<file path="src/sv/obdb_pkg.sv">
package obdb_pkg;

  localparam int unsigned MAX_ORDERS_DEF = 256;
  localparam int unsigned MAX_BINS_DEF   = 64;
  localparam int unsigned PRICE_BITS_DEF = 48;

  localparam int unsigned FIELD_PRICE_W  = 48;
  localparam int unsigned FIELD_VOL_W    = 32;
  localparam int unsigned OUT_VOL_W      = 40;
  localparam int unsigned ADDR_W         = 5;
  localparam int unsigned DATA_W         = 64;

  localparam logic [1:0] REG_TICK = 2'd0;
  localparam logic [1:0] REG_MIN  = 2'd1;
  localparam logic [1:0] REG_MAX  = 2'd2;

  localparam logic OP_EVENT  = 1'b0;
  localparam logic OP_COLUMN = 1'b1;

  localparam logic signed [63:0] VOL_MAX = 64'sd549755813887;
  localparam logic signed [63:0] VOL_MIN = -64'sd549755813888;

  typedef struct packed {
    logic               operation;
    logic [63:0]        order_key_high;
    logic [63:0]        order_key_low;
    logic               is_active;
    logic [47:0]        order_price;
    logic signed [31:0] order_volume;
  } in_t;

  typedef struct packed {
    logic [5:0]         bin_index;
    logic signed [39:0] bin_volume;
    logic               last_bin;
    logic               table_overflow;
  } out_t;

  typedef struct packed {
    logic [31:0] tick;
    logic [47:0] px_lo;
    logic [47:0] px_hi;
  } cfg_t;

  typedef struct packed {
    logic valid;
    in_t  item;
  } queue_head_t;

  typedef enum logic [3:0] {
    S_IDLE,
    S_SCAN_RD,
    S_SCAN_CMP,
    S_EVT_WR,
    S_MIN_DIV,
    S_MAX_DIV,
    S_COUNT,
    S_ENT_RD,
    S_ENT_WAIT,
    S_ENT_DIV,
    S_BIN_RD,
    S_BIN_WR,
    S_OUT_RD,
    S_OUT_EMIT
  } state_t;

endpackage

</file>
<file path="src/sv/obdb_front.sv">
module obdb_front (
  input  logic                  clk,
  input  logic                  rst,
  input  logic                  start,
  input  obdb_pkg::in_t         req,
  output logic                  busy,
  input  logic                  pop,
  output obdb_pkg::queue_head_t head
);

  obdb_pkg::in_t slot [2];
  logic          wr_ptr;
  logic          rd_ptr;
  logic [1:0]    count;
  logic          push;
  logic          take;

  assign busy       = count == 2'd2;
  assign push       = start && !busy;
  assign take       = pop && count != 2'd0;
  assign head.valid = count != 2'd0;
  assign head.item  = slot[rd_ptr];

  always_ff @(posedge clk) begin
    if (push) begin
      slot[wr_ptr] <= req;
    end
  end

  always_ff @(posedge clk) begin
    if (rst) begin
      wr_ptr <= 1'b0;
      rd_ptr <= 1'b0;
      count  <= 2'd0;
    end else begin
      if (push) begin
        wr_ptr <= !wr_ptr;
      end
      if (take) begin
        rd_ptr <= !rd_ptr;
      end
      count <= count + 2'(push) - 2'(take);
    end
  end

endmodule

</file>
<file path="config.mk">
export PLATFORM = sky130hd
export DESIGN_NAME = obdb_front
export DESIGN_NICKNAME = d
export VERILOG_FILES = /design/src/sv/obdb_pkg.sv /design/src/sv/obdb_front.sv
export SDC_FILE = /design/constraint.sdc
export NUM_CORES = 1
export LEC_CHECK = 0
export BUFFER_PORTS_ARGS = -buffer_cell sky130_fd_sc_hd__buf_4
export CAP_MARGIN = 5
export CORE_MARGIN = 2
export CORE_UTILIZATION = 45
export CTS_CLUSTER_SIZE = 40
export DETAILED_ROUTE_END_ITERATION = 8
export PLACE_DENSITY_LB_ADDON = 0.15
export SETUP_SLACK_MARGIN = 0.02
export SYNTH_ARGS = -nofsm -noshare
export SYNTH_HDL_FRONTEND = slang
export SYNTH_SLANG_ARGS = --single-unit
</file>
<file path="constraint.sdc">
create_clock -name clk -period 16.99 [get_ports clk]
set_input_delay 1.699 -clock clk [delete_from_list [all_inputs] [get_ports clk]]
set_output_delay 1.699 -clock clk [all_outputs]
set_load 0.02 [all_outputs]
</file>
==> flow_metrics.py, run 1 <==
metrics = {
    "hold_path": {
        "worst_hold_path_type": "register to register",
        "min-delay-start": "wr_ptr",
        "min_to": "wr_ptr",
        "whs_path_depth": 2,
    },
    "floorplan": {
        "initial_core_util_pct": 45.9,
        "fp.dieH_um": 189,
        "die_w_um": 189,
        "placement_rows": 67,
        "io_pins": 426,
        "core_area_um2": 33700,
        "die_area_um2": 35900,
    },
    "power": {
        "p_per_area_nw_per_um2": 150,
        "leakagePower_uw": 0.00752,
        "peakVddDrop_mv": 0.134,
    },
    "route": {
        "drc": 0,
        "ant_nets": 0,
        "via_per_inst": 4.86,
        "drt_iter0_markers": 331,
        "vias": 7845,
        "drt-pass1-iter-count": 4,
        "wl_per_cell_um": 20.7,
        "totalWireLength_um": 33500,
    },
    "synthesis": {
        "syn-cell-area_um2": 15500,
        "synthFlopType": "edfxtp_1",
        "ys_types": 20,
        "yosysWarningCount": 0,
        "synthCells": 679,
        "ys_seq_area_share_pct": 82.2,
        "syn-num-nets": 895,
        "async_flop_share_pct": 0,
        "synth_seq_cells": 425,
        "synth_edf_count": 420,
        "avgSynthCellArea_um2": 22.8,
    },
    "grt": {
        "grt_util_all_layers_pct": 18.2,
        "first_global_vias": 8333,
        "grt_max_degree": 93,
        "antenna_found_initial": 2,
        "grt_pass1_wl_um": 48600,
        "overflow": 0,
    },
    "setup_path": {
        "worst-r2r-setup-slack_ns": 14.14,
        "crit_fanout": 74,
        "cp_common_cell": "buf_4",
        "r2r-start": "count[0]",
        "required_ns": 15.29,
        "path_class": "register to output pin",
        "endpoint_kind": "output pin",
        "critPathSlowestCell": "dfxtp_4",
        "path_cells": "buf_4 -> mux2_2 -> buf_4",
        "r2r-end": "slot[1][87]",
        "worst-r2r-cell-count": 3,
        "cp-start-kind": "register",
        "critPathArrivalTime_ns": 3.27,
        "cpPeakStageDelay_ns": 1.06,
    },
    "timing": {
        "rsz0062_at_grt": "false",
        "worst_pin_slew_ns": 1.10,
        "maxSlewViolCount": 0,
        "finalSetupTns_ns": 0,
        "worst_clock_skew_ns": 0.0134,
        "period_share_pct": 29.2,
        "relSlewSlack_pct": 26.5,
        "hold_viol": 0,
        "fin_ws_ns": 12.02,
        "max_freq_mhz": 201,
        "setup_viol": 0,
        "min_period_ns": 4.97,
    },
    "cells_and_area": {
        "drive_above_1_share_pct": 60.2,
        "utilization_pct": 60.3,
        "layout_common_cells": "buf_4, edfxtp_1, mux2_2, clkbuf_16, clkinv_1",
        "finalNetCount": 1348,
        "final_common_cell": "buf_4",
        "area_growth_syn_to_layout_pct": 31.5,
        "fillers": 2588,
    },
    "placement": {
        "dpl.hpwl_um": 22100,
        "post-place-ws_ns": 12.58,
        "gp_congestion": 0.775,
        "numPortBuffers": 425,
    },
    "run": {
        "cap_violations": 0,
    },
    "clocking": {
        "ctsHoldBuffers": 0,
        "post_cts_resized": 0,
        "cts_sinks": 425,
        "cts.clk_slew.worst_paths_ns": 0.06,
        "cts_setup_buffers": 0,
        "h-tree-depth": 2,
        "cts.path.max_buffers": 3,
        "cts_made_buffers": 43,
        "cts_tree": "yes",
        "clock-root-buffer": "clkbuf_16",
        "clk_latency_ns": 0.54,
    },
    "outcome": {
        "outcome": "completed",
    },
}
==> layout make-up <==
cell class	instances	area [um^2]	share of cell area, %
Sequential cell	425	12700	62.5
Timing Repair Buffer	431	3240	15.9
Multi-Input combinational cell	227	2490	12.2
Clock buffer	50	1100	5.42
Tap cell	448	561	2.76
Clock inverter	27	200	0.985
Inverter	4	22.5	0.111
Antenna cell	2	5.00	0.0246
==> layer usage <==
layer  GRT usage, %  part of all wire (%)  routed length, um
met4           6.92                   3.0               1020
met2           31.2                    51              17000
met5              0                     0                  0
met3           6.93                   9.6               3220
met1           20.6                    37              12300
==> power by group <==
| part | internal [uW] | switching (uW) |
|---|---|---|
| clock network | 508 | 368 |
| registers | 1300 | 51.4 |
| logic | 375 | 446 |
==> state kept, by name (all words and copies together), names as in the netlist, named ones only <==
signal	count
slot	420
count	2
rd_ptr	1
wr_ptr	1
==> synth_stat cells (2+ instances only) <==
| cell type | instances | area [um^2] |
|---|---|---|
| buf_6 | 22 | 248 |
| xnor2_1 | 2 | 17.5 |
| dfxtp_1 | 5 | 100 |
| ha_1 | 2 | 25.0 |
| edfxtp_1 | 420 | 12600 |
| nor2_1 | 3 | 11.3 |
| mux2_2 | 210 | 2360 |
| inv_1 | 3 | 11.3 |
==> cell families (layout without fill, tap and decap cells) <==
group           after synthesis  after routing  share of synthesized area [%]
flops                       425            425                           82.2
mux                         210            210                           15.3
buf+inv                      27            512                           1.73
simple gates                  9              9                          0.324
compound gates                3              3                          0.113
xor+xnor                      3              3                          0.170
fa+ha+maj                     2              2                          0.162
other cells                   0              2                              0
==> through the flow <==
step                total power [uW]  area (um^2)  hold slack, ns  instances
floorplan                       1890        15500           0.451        679
global placement                2200        19000           0.472       1535
detailed placement              2210        19000           0.482       1535
CTS                             3100        20300           0.491       1612
global route                    3180        20300           0.523       1614
finish                          3050        20300           0.486       1614
==> critical path, delay by kind of cell, from the launching register on <==
kind	cells	cell delay, ns
buf+inv	2	1.07
flops	1	1.06
mux	1	0.46
==> worst max path at each step <==
stage,from,end,slack [ns],cells past startpoint
finish,register,head[2],12.02,3
global route,register,head[2],11.87,3
CTS,register,head[2],11.99,3
detailed placement,register,head[2],12.58,3
global placement,register,head[2],12.57,3
floorplan,start,slot[0][0],10.28,3
Power figures use the tool's default switching activity.
==> run 2: changes to the inputs <==
- clock period: 16.99 -> 4.1 ns (I/O delays scaled with it)
==> flow_metrics.py, run 2 (synthesis gave the netlist of run 1 again) <==
metrics = {
    "outcome": {
        "outcome": "completed",
    },
    "timing": {
        "max_freq_mhz": 353,
        "worst_pin_slew_ns": 0.783,
        "worst_clock_skew_ns": 0.0197,
        "hold_viol": 0,
        "period_share_pct": 69.1,
        "min_period_ns": 2.83,
        "maxSlewViolCount": 0,
        "rsz0062_at_grt": "false",
        "setup_viol": 0,
        "relSlewSlack_pct": 47.8,
    },
    "cells_and_area": {
        "area_growth_syn_to_layout_pct": 31.8,
        "regMostFlops": "slot",
        "largest_reg_flops": 420,
        "utilization_pct": 60.5,
        "finalNonFillerCells": 1610,
        "layout_common_cells": "buf_4, edfxtp_1, mux2_2, clkbuf_16",
        "drive_above_1_share_pct": 61.0,
        "reg_top3": "slot: 420 flops, count: 2 flops",
        "final_common_cell": "buf_4",
        "finalNetCount": 1352,
        "antennaDiodeCount": 0,
    },
    "power": {
        "leakagePower_uw": 0.00754,
        "peakVddDrop_mv": 0.391,
        "p_per_area_nw_per_um2": 616,
    },
    "floorplan": {
        "initial_core_util_pct": 45.9,
        "fp.dieH_um": 189,
        "core_area_um2": 33700,
        "io_pins": 426,
        "die_area_um2": 35900,
        "placement_rows": 67,
        "die_w_um": 189,
    },
    "grt": {
        "grt_util_all_layers_pct": 17.7,
        "grt_util_met2_pct": 29.8,
        "grtUsageMet3_pct": 5.49,
        "top_usage_layer": "met2",
        "met1_usage_pct": 21.9,
        "first_global_vias": 8167,
        "antenna_found_initial": 0,
        "grt_pass1_wl_um": 48200,
        "grt_max_degree": 106,
        "overflow": 0,
    },
    "route": {
        "wl_per_cell_um": 20.6,
        "drc": 0,
        "vias": 7908,
        "drt_iter0_markers": 418,
        "ant_nets": 0,
        "via_per_inst": 4.91,
        "drt-pass1-iter-count": 5,
        "totalWireLength_um": 33100,
    },
    "setup_path": {
        "required_ns": 3.69,
        "path_class": "register to output pin",
        "worst-r2r-cell-count": 5,
        "endpoint_kind": "output pin",
        "critPathArrivalTime_ns": 2.42,
        "crit_fanout": 53,
        "cp-start-kind": "register",
    },
    "clocking": {
        "cts_tree": "yes",
        "cts_sinks": 425,
        "clock-root-buffer": "clkbuf_16",
        "cts.clk_slew.worst_paths_ns": 0.06,
        "ctsHoldBuffers": 0,
        "cts.path.max_buffers": 3,
        "cts_setup_buffers": 0,
        "cts_made_buffers": 44,
        "clk_latency_ns": 0.53,
        "h-tree-depth": 2,
        "post_cts_resized": 0,
    },
    "run": {
        "cap_violations": 0,
    },
    "placement": {
        "dpl.hpwl_um": 21800,
        "dp.cells": 1538,
        "gp_congestion": 0.782,
        "numPortBuffers": 425,
    },
    "hold_path": {
        "worst_hold_path_type": "input port to register",
        "whs_path_depth": 1,
    },
}
==> run 2: path summary, 6_finish.rpt <==
kind / from / end / slack [ns]
max reg2reg: count[0] / slot[0][12] / 1.74
max: register / head[133] / 1.27
min: req[65] / slot[1][65] / 0.06
min reg2reg: wr_ptr / wr_ptr / 0.50
==> run 2: area by class of cell <==
cell class,count,area (um^2)
Fill cell,2554,13300
Timing Repair Buffer,434,3330
Inverter,4,21.3
Sequential cell,425,12700
Multi-Input combinational cell,227,2500
Clock inverter,21,96.3
Tap cell,448,561
Clock buffer,51,1150
==> run 2: layer usage <==
layer / vias up / wire length [um]
li1: 3616 / -
met5: - / 0
met1: 3905 / 13000
met2: 328 / 16400
met4: 0 / 983
met3: 59 / 2780
==> run 2: critical path, stage by stage, from the launching register on <==
cell and delay, ns:
dfxtp_4 0.84, buf_4 0.45, mux2_2 0.40, buf_4 0.16
==> run 2: power breakdown <==
group,internal (uW),switching (uW),total (uW)
Sequential,5390,185,5580
Combinational,1590,1880,3470
Clock,1980,1520,3510
==> run 2: per-stage QoR <==
stage               setup WS [ns]  power (uW)  setup TNS (ns)  instance area [um^2]  hold WS, ns
floorplan                 -0.0826        7830          -17.36                 15500        0.456
global placement             1.76        9150               0                 19100        0.478
detailed placement           1.77        9180               0                 19100        0.502
CTS                          1.20       12700               0                 20400       0.0396
global route                 1.12       13100               0                 20400       0.0375
finish                       1.27       12600               0                 20400       0.0636
==> run 3: changes to the inputs <==
- clock period: 4.1 -> 2.6 ns (I/O delays scaled with it)
==> flow_metrics.py, run 3 (synthesis gave the netlist of run 1 again) <==
metrics = {
    "outcome": {
        "outcome": "completed",
    },
    "power": {
        "power_frac_seq_pct": 42.8,
        "p_switching_uw": 5790,
        "p_comb_share_pct": 29.8,
        "peakVddDrop_mv": 0.751,
        "internal_power_uw": 14600,
        "switching_share_pct": 28.4,
        "leakagePower_uw": 0.00851,
        "clkPwrFrac_pct": 27.4,
        "p_per_area_nw_per_um2": 897,
    },
    "timing": {
        "worst_pin_slew_ns": 0.423,
        "timing.hold.ws_ns": 0.137,
        "rsz0062_at_grt": "false",
        "setup_viol": 0,
        "hold_viol": 0,
        "period_share_pct": 91.0,
        "finalSetupTns_ns": 0,
        "maxSlewViolCount": 0,
        "min_period_ns": 2.37,
        "relSlewSlack_pct": 71.8,
        "worst_clock_skew_ns": 0.0169,
        "max_freq_mhz": 423,
        "fin_ws_ns": 0.234,
    },
    "setup_path": {
        "r2r-end": "slot[0][120]",
        "critPathArrivalTime_ns": 2.11,
        "cpPeakStageDelay_ns": 0.59,
        "path_class": "register to output pin",
        "cp-start-kind": "register",
        "worst-r2r-setup-slack_ns": 0.67,
        "worst-r2r-cell-count": 5,
        "crit_fanout": 24,
        "cp_common_cell": "buf_12",
        "required_ns": 2.34,
        "path_cells": "buf_12 -> buf_12 -> mux2_2 -> buf_4",
        "endpoint_kind": "output pin",
        "critPathSlowestCell": "dfxtp_4",
        "r2r-start": "count[0]",
    },
    "clocking": {
        "post_cts_resized": 0,
        "cts_sinks": 425,
        "cts_setup_buffers": 0,
        "cts.path.max_buffers": 3,
        "cts_made_buffers": 44,
        "h-tree-depth": 2,
        "cts_tree": "yes",
        "clk_latency_ns": 0.53,
        "clock-root-buffer": "clkbuf_16",
        "cts.clk_slew.worst_paths_ns": 0.06,
        "ctsHoldBuffers": 211,
    },
    "cells_and_area": {
        "reg_top3": "slot: 420 flops, count: 2 flops",
        "drive_above_1_share_pct": 51.7,
        "layout_common_cells": "buf_4, edfxtp_1, dlygate4sd3_1, mux2_2, clkbuf_16",
        "regMostFlops": "slot",
        "utilization_pct": 67.4,
        "area_growth_syn_to_layout_pct": 46.9,
        "finalNonFillerCells": 1837,
        "multi_input_area_um2": 2500,
        "finalNetCount": 1576,
        "largest_reg_flops": 420,
        "regArea_um2": 12700,
        "final_common_cell": "buf_4",
        "fillers": 2282,
    },
    "floorplan": {
        "die_w_um": 189,
        "initial_core_util_pct": 45.9,
        "io_pins": 426,
        "core_area_um2": 33700,
        "placement_rows": 67,
        "fp.dieH_um": 189,
        "die_area_um2": 35900,
    },
    "grt": {
        "grt_util_met2_pct": 34.2,
        "met1_usage_pct": 21.6,
        "grt_max_degree": 73,
        "grtUsageMet3_pct": 5.78,
        "overflow": 0,
        "antenna_found_initial": 1,
        "first_global_vias": 9542,
        "grt_util_all_layers_pct": 19.1,
        "top_usage_layer": "met2",
        "grt_pass1_wl_um": 52600,
    },
    "placement": {
        "post-place-ws_ns": 0.662,
        "dpl.hpwl_um": 22300,
        "dp.cells": 1551,
        "numPortBuffers": 425,
        "gp_congestion": 0.755,
    },
    "route": {
        "drc": 0,
        "totalWireLength_um": 35400,
        "vias": 8878,
        "drt-pass1-iter-count": 7,
        "drt_iter0_markers": 349,
        "via_per_inst": 4.83,
        "wl_per_cell_um": 19.3,
        "ant_nets": 0,
    },
    "hold_path": {
        "worst_hold_path_type": "input port to register",
        "min-delay-start": "start",
        "whs_path_depth": 4,
        "min_to": "wr_ptr",
    },
    "run": {
        "cap_violations": 0,
    },
}
==> run 3: cell types whose count changed in the layout (fill, tap and decap cells not counted) <==
cell,before,now
dlygate4sd3_1,0,211
buf_4,428,433
inv_6,1,0
bufinv_16,0,1
clkinvlp_4,1,3
clkinv_2,10,4
buf_12,6,14
diode_2,0,1
clkbuf_1,6,8
clkinv_1,10,14
==> run 3: how the worst max path moves through the flow <==
stage | cells after the start | slack [ns] | startpoint | end
after global routing | 4 | 0.13 | register | head[102]
final | 4 | 0.23 | register | head[102]
after floorplan | 4 | -1.58 | count[0] | slot[0][0]
after global placement | 5 | 0.69 | count[0] | slot[0][126]
after CTS | 4 | 0.18 | register | head[102]
after detailed placement | 5 | 0.66 | count[0] | slot[0][160]
==> run 3: through the flow <==
step | power, uW | area [um^2]
floorplan | 12300 | 15500
global placement | 14700 | 19300
detailed placement | 14700 | 19300
CTS | 20600 | 22700
global route | 21200 | 22700
finish | 20400 | 22700
==> run 3: area by class of cell <==
cell class              instances  share of cell area (%)
diodes                          1                  0.0110
clock buffers                  53                    5.09
clock inverters                21                   0.518
inverters                       4                  0.0936
multi-input cells             227                    11.0
flip-flops and latches        425                    56.0
well taps                     448                    2.47
repair buffers                658                    24.8
==> run 3: layer usage <==
metal  share of wire (%)  up-vias
met5                   0        -
met3                 7.7       66
met1                  38     4400
met2                  51      339
li1                    -     4073
met4                 3.1        0
==> run 3: power groups by stage <==
stage / logic, uW / registers [uW] / clock network (uW)
3_3_place_gp: 5840 / 8820 / 0
2_1_floorplan: 3480 / 8870 / 0
5_1_grt: 6410 / 8790 / 5980
4_1_cts: 6140 / 8720 / 5730
6_report: 6070 / 8720 / 5590
3_5_place_dp: 5840 / 8860 / 0
==> run 3: worst max-delay path, delay by kind of cell, from the launching register on <==
family	cells	cell delay, ns
buf+inv	3	0.61
flops	1	0.59
mux	1	0.37
